===== config.mk =====
export PLATFORM = sky130hd
export DESIGN_NAME = vpv_div_cell
export DESIGN_NICKNAME = d
export VERILOG_FILES = /design/src/rtl/vpv_pkg.sv /design/src/rtl/vpv_div_cell.sv
export SDC_FILE = /design/constraint.sdc
export NUM_CORES = 1
export LEC_CHECK = 0
export ABC_AREA = 1
export BUFFER_PORTS_ARGS = -buffer_cell sky130_fd_sc_hd__buf_2
export CAP_MARGIN = 20
export CORE_MARGIN = 5
export CORE_UTILIZATION = 56
export DETAILED_ROUTE_END_ITERATION = 10
export PLACE_DENSITY_LB_ADDON = 0.15
export SYNTH_ARGS = -nofsm -noshare
export SYNTH_HDL_FRONTEND = slang
export SYNTH_SLANG_ARGS = --single-unit

===== constraint.sdc =====
create_clock -name clk -period 3.3 [get_ports clk]
set_input_delay 0.66 -clock clk [delete_from_list [all_inputs] [get_ports clk]]
set_output_delay 0.66 -clock clk [all_outputs]
set_load 0.1 [all_outputs]

===== src/rtl/vpv_pkg.sv =====
// Shared constants, payload types and helper functions for the vertex projection block.
`timescale 1ns / 1ps
package vpv_pkg;

  localparam int FRAC_BITS     = 16;
  localparam int SCREEN_WIDTH  = 640;
  localparam int SCREEN_HEIGHT = 480;
  localparam int NUM_REGS      = 8;
  localparam int IDX_W         = 4;
  localparam int QW            = 32 + FRAC_BITS;  // dividend and quotient width
  localparam int NUM_CELLS     = QW;
  localparam int PROD_SH_W     = 64 - FRAC_BITS;
  localparam int SUM_W         = PROD_SH_W + 2;

  localparam logic [63:0] REG_RESET [NUM_REGS] = '{
    64'h0000_0000_0001_0000, 64'h0, 64'h0001_0000_0000_0000, 64'h0,
    64'h0, 64'h0000_0000_0001_0000, 64'h0, 64'h0001_0000_0000_0000
  };

  typedef struct packed {
    logic signed [31:0] vertex_x;
    logic signed [31:0] vertex_y;
    logic signed [31:0] vertex_z;
  } vertex_t;

  typedef struct packed {
    logic signed [31:0] pixel_x;
    logic signed [31:0] pixel_y;
    logic               status;
  } pixel_t;

  typedef struct packed {
    logic               valid;
    logic signed [31:0] cx;
    logic signed [31:0] cy;
    logic signed [31:0] cw;
  } clip_t;

  typedef struct packed {
    logic [31:0]   rem;
    logic [QW-1:0] numq;
  } div_lane_t;

  typedef struct packed {
    logic        valid;
    logic        singular;
    logic        neg_x;
    logic        neg_y;
    logic [31:0] dvs;
    div_lane_t   lx;
    div_lane_t   ly;
  } cell_t;

  function automatic logic signed [31:0] sat32(input logic signed [63:0] v);
    logic signed [31:0] r;
    if (v > 64'sh0000_0000_7FFF_FFFF) begin
      r = 32'sh7FFF_FFFF;
    end else if (v < -64'sh0000_0000_8000_0000) begin
      r = 32'sh8000_0000;
    end else begin
      r = v[31:0];
    end
    return r;
  endfunction

  function automatic logic [31:0] mag32(input logic signed [31:0] v);
    return v[31] ? 32'(-v) : 32'(v);
  endfunction

endpackage


===== src/rtl/vpv_div_cell.sv =====
// One restoring-division cell: settles one quotient bit for both the x and y lanes.
`timescale 1ns / 1ps
module vpv_div_cell (
  input  logic            clk,
  input  logic            rst_n,
  input  logic            en,
  input  vpv_pkg::cell_t  din,
  output vpv_pkg::cell_t  dout
);

  vpv_pkg::cell_t dout_r;
  vpv_pkg::cell_t cell_nxt;

  function automatic vpv_pkg::div_lane_t step(input vpv_pkg::div_lane_t l,
                                              input logic [31:0] d);
    vpv_pkg::div_lane_t o;
    logic [32:0] trial;
    logic        ge;
    trial  = {l.rem, l.numq[vpv_pkg::QW-1]};
    ge     = trial >= {1'b0, d};
    o.rem  = ge ? 32'(trial - {1'b0, d}) : trial[31:0];
    o.numq = {l.numq[vpv_pkg::QW-2:0], ge};
    return o;
  endfunction

  always_comb begin
    cell_nxt    = din;
    cell_nxt.lx = step(din.lx, din.dvs);
    cell_nxt.ly = step(din.ly, din.dvs);
  end

  always_ff @(posedge clk) begin
    if (!rst_n) begin
      dout_r.valid <= 1'b0;
    end else if (en) begin
      dout_r.valid <= cell_nxt.valid;
    end
  end

  always_ff @(posedge clk) begin
    if (en) begin
      dout_r.singular <= cell_nxt.singular;
      dout_r.neg_x    <= cell_nxt.neg_x;
      dout_r.neg_y    <= cell_nxt.neg_y;
      dout_r.dvs      <= cell_nxt.dvs;
      dout_r.lx       <= cell_nxt.lx;
      dout_r.ly       <= cell_nxt.ly;
    end
  end

  assign dout = dout_r;

endmodule


Word-level counts from Yosys, hierarchy flattened --
Index checks and enable logic that the tools add are counted.
Storage, ports and cells: register bits 196, input bits 199, output and inout port bits 196, word-level logic and storage cells 15
Operators by class: $add $sub $neg 2, order comparisons 2, multiplexer cells 2
Operators with widths (number):
- 33-bit by 32-bit >= comparator with 1-bit output | 2
- 32-bit two-way mux | 2
- 32-bit subtractor | 2

Logic depth before layout (Yosys ltp) --
word-level depth 2, mapped depth 16, gate-level depth less buffers 15

Worst setup path before layout --
No wires, ideal clock.
kind input -> register, start input port din[177] (netlist name), end register dout_r, in the netlist dout[52], data pin, arrival time 2.042 ns, slack 1.006 ns, stages 12, cells stage by stage inv_1 -> ha_1 -> nand2_1 -> nor2_1 -> inv_2 -> nor2_2 -> inv_2 -> nor3_2 -> nand2_4 -> clkbuf_4 -> nand3_1 -> nand2_1
RTL lines:
- start: declaration | RTL line vpv_div_cell.sv:7 | input vpv_pkg::cell_t din,
- end: declaration | RTL line vpv_div_cell.sv:11 | vpv_pkg::cell_t dout_r;

==> impl_metrics.json <==
{
  "cts_made_buffers": 17,
  "antenna_found_initial": 4,
  "synthMuxAreaShare_pct": 0,
  "yosys.area_share.simple_pct": 31.0,
  "period_minus_slack_ps": 2540,
  "drc": 0,
  "dr_total_vias": 11400,
  "max_slew.worst_pin.slew_ps": 558,
  "clock_power_share_pct": 24.7,
  "areaGrowthSynthToFinish_pct": 23.4,
  "dr.pass1.iters": 6,
  "holdCritPathClass": "in -> reg",
  "die_w_um": 158,
  "rr_endpoint": "dout[195]",
  "syn_inst": 1554,
  "finalWorstSetupSlack_ps": 760,
  "clockRootBuffer": "clkbuf_16",
  "drt-total-wl_um": 40000,
  "rr_worst_depth": 2,
  "internal-power_w": 0.00478,
  "start_kind": "input port",
  "end_kind": "register",
  "stdcell_area_um2": 15200,
  "comb_power_share_pct": 39.8,
  "reg2reg_from": "dout[195]",
  "initial_core_util_pct": 56.6,
  "final.setup.tns_ps": 0,
  "tritoncts": "built",
  "swShare_pct": 45.6,
  "ir_drop_v": 0.000383,
  "synth_common_cells": "nand2_1, inv_1, edfxtp_1",
  "synthFlopType": "edfxtp_1",
  "ys_types": 37,
  "preCtsSetupSlack_ps": 337,
  "drv_cap": 0,
  "synth_xor_area_share_pct": 1.99,
  "pin_count": 395,
  "avgRoutedWirePerCell_um": 17.7,
  "syn-num-nets": 1819,
  "gp_congestion": 1.01,
  "fin_crit_sh_pct": 77.0,
  "dpl.hpwl_um": 32800,
  "hold_violations": 0,
  "rows": 54,
  "path_clk_slew_ps": 90,
  "critPathArrivalTime_ps": 2740,
  "synth_most_common_cell": "nand2_1",
  "numPortBuffers": 394,
  "dieHeight_um": 158,
  "drt_iter0_markers": 892,
  "synth_top_family_by_area": "simple AND/OR/NAND/NOR gates",
  "grt_pass1_vias": 11100,
  "required_ps": 3500,
  "rsz0062_at_grt": "false",
  "viasPerCell": 5.08,
  "clock_latency_ps": 440,
  "setup_viol": 0,
  "skew_ps": 0,
  "yosys.area_share.adder_pct": 6.83,
  "p_per_area_nw_per_um2": 579,
  "seq_power_share_pct": 35.5,
  "fin_nets": 2225,
  "grt_overflow": 0,
  "synthTopCellsByArea": "edfxtp_1, nand2_1, inv_1, ha_1, nand3_1",
  "placed_area_um2": 14600,
  "die_area_um2": 25100,
  "timing.slew.headroom_pct": 62.5,
  "ant_nets": 0,
  "synth_compound_area_share_pct": 1.80,
  "largest_register_ff_count": 196,
  "synth_area_um2": 12300,
  "synth_top_area_cell": "edfxtp_1",
  "yosysWarnings": 0,
  "layout-drive-gt1-share_pct": 25.0,
  "ys_async_sr_fraction_pct": 0,
  "grt_pass1_wl_um": 59100,
  "setup.worst_path.end": "dout[79]",
  "cts_hold_buf": 0,
  "p_leak_nw": 8.30,
  "grt_usage_pct": 31.1,
  "fp.coreArea_um2": 21800,
  "status": "complete, no violations",
  "timing_worst_setup_path_type": "in -> reg",
  "cts_sinks": 196,
  "ctsResizeCount": 0,
  "synth-seq-cells": 196,
  "cts.path.max_buffers": 2,
  "slew_viol_final": 0,
  "yosysTopAreaCellShare_pct": 47.6,
  "fmax_mhz": 394,
  "grt_max_degree": 83,
  "synth.avg_cell_area_um2": 7.92,
  "ff2ff_setup_slack_ps": 2580,
  "path_max_fanout": 5,
  "synth_edf_count": 195,
  "h-tree-depth": 4,
  "postCtsSetupBuffers": 0,
  "netSwitchingPower_w": 0.00401,
  "seq_area_frac_synth_pct": 47.7,
  "crit_start": "din[185]"
}
## routing by layer
layer  global-route usage (%)  up-vias  wire [um]  share of wire [%]
met3                     6.01       78       3120                7.8
met2                     53.0      487      19800                 49
met5                        0        -         23              0.058
li1                         -     5673          -                  -
met4                     8.57        4        976                2.4
met1                     41.0     5205      16100                 40
## cell type report
cell class | count | area (um^2)
sequential | 196 | 5880
clock buffer | 17 | 425
multi-input combinational | 1039 | 5130
inverter | 300 | 1130
antenna | 2 | 5.00
clock inverter | 15 | 184
fill | 1889 | 6570
tap | 280 | 350
timing repair buffer | 406 | 2100
## per-stage QoR
stage          hold WS (ps)  utilization [%]  instances  power, W
2_1_floorplan           753                -       1554   0.00592
3_3_place_gp            572             67.0       2221   0.00662
4_1_cts                 373             69.8       2253   0.00879
6_report                378             69.8       2255   0.00879
3_5_place_dp            600             67.0       2221   0.00666
5_1_grt                 360             69.8       2255   0.00913
## layout by cell type, fill, tap and decap left out, types with 2 or more instances in the layout
cell type,n
inv_8,3
buf_12,2
nand2_2,31
inv_6,4
nor2_4,2
nor2_1,75
buf_4,10
nor2_2,10
ha_1,64
inv_2,4
xnor2_1,2
nor3_1,16
xor2_1,26
nand3_2,3
diode_2,2
buf_2,393
nand3b_1,3
edfxtp_1,195
nand3_1,124
a21oi_1,37
inv_1,296
o21bai_1,2
nand4_1,8
and2_1,9
nand2_1,615
clkinv_8,4
fa_1,2
clkbuf_16,17
## how the worst min path moves through the flow
stage	from	end	cells after the start
final	din[11]	dout[12]	1
after global routing	din[21]	dout[22]	1
after CTS	din[21]	dout[22]	1
after detailed placement	dout[195]	dout[195]	2
after global placement	dout[195]	dout[195]	2
after floorplan	en	dout[195]	1
## kinds of logic after synthesis
group	count (synthesis)
simple gates	903
buf+inv	319
flops	196
fa+ha+maj	66
compound gates	42
xor+xnor	28
## power by group through the flow
stage               clock network (W)  registers (W)  logic [W]
floorplan                           0        0.00500   0.000922
global placement                    0        0.00316    0.00345
detailed placement                  0        0.00317    0.00349
CTS                           0.00217        0.00312    0.00349
global route                  0.00230        0.00314    0.00369
finish                        0.00217        0.00312    0.00350
## worst max-delay path: stages
cell and delay (ps):
buf_2 90, inv_1 90, ha_1 410, nand2_1 120, inv_1 90, nand2_1 160, nor3_1 480, and2_1 200
nand2_1 100, nand3_1 90, nand2_1 100, nand2_1 80, nand2_1 50
Note: power is estimated with default switching activity, not from simulation.
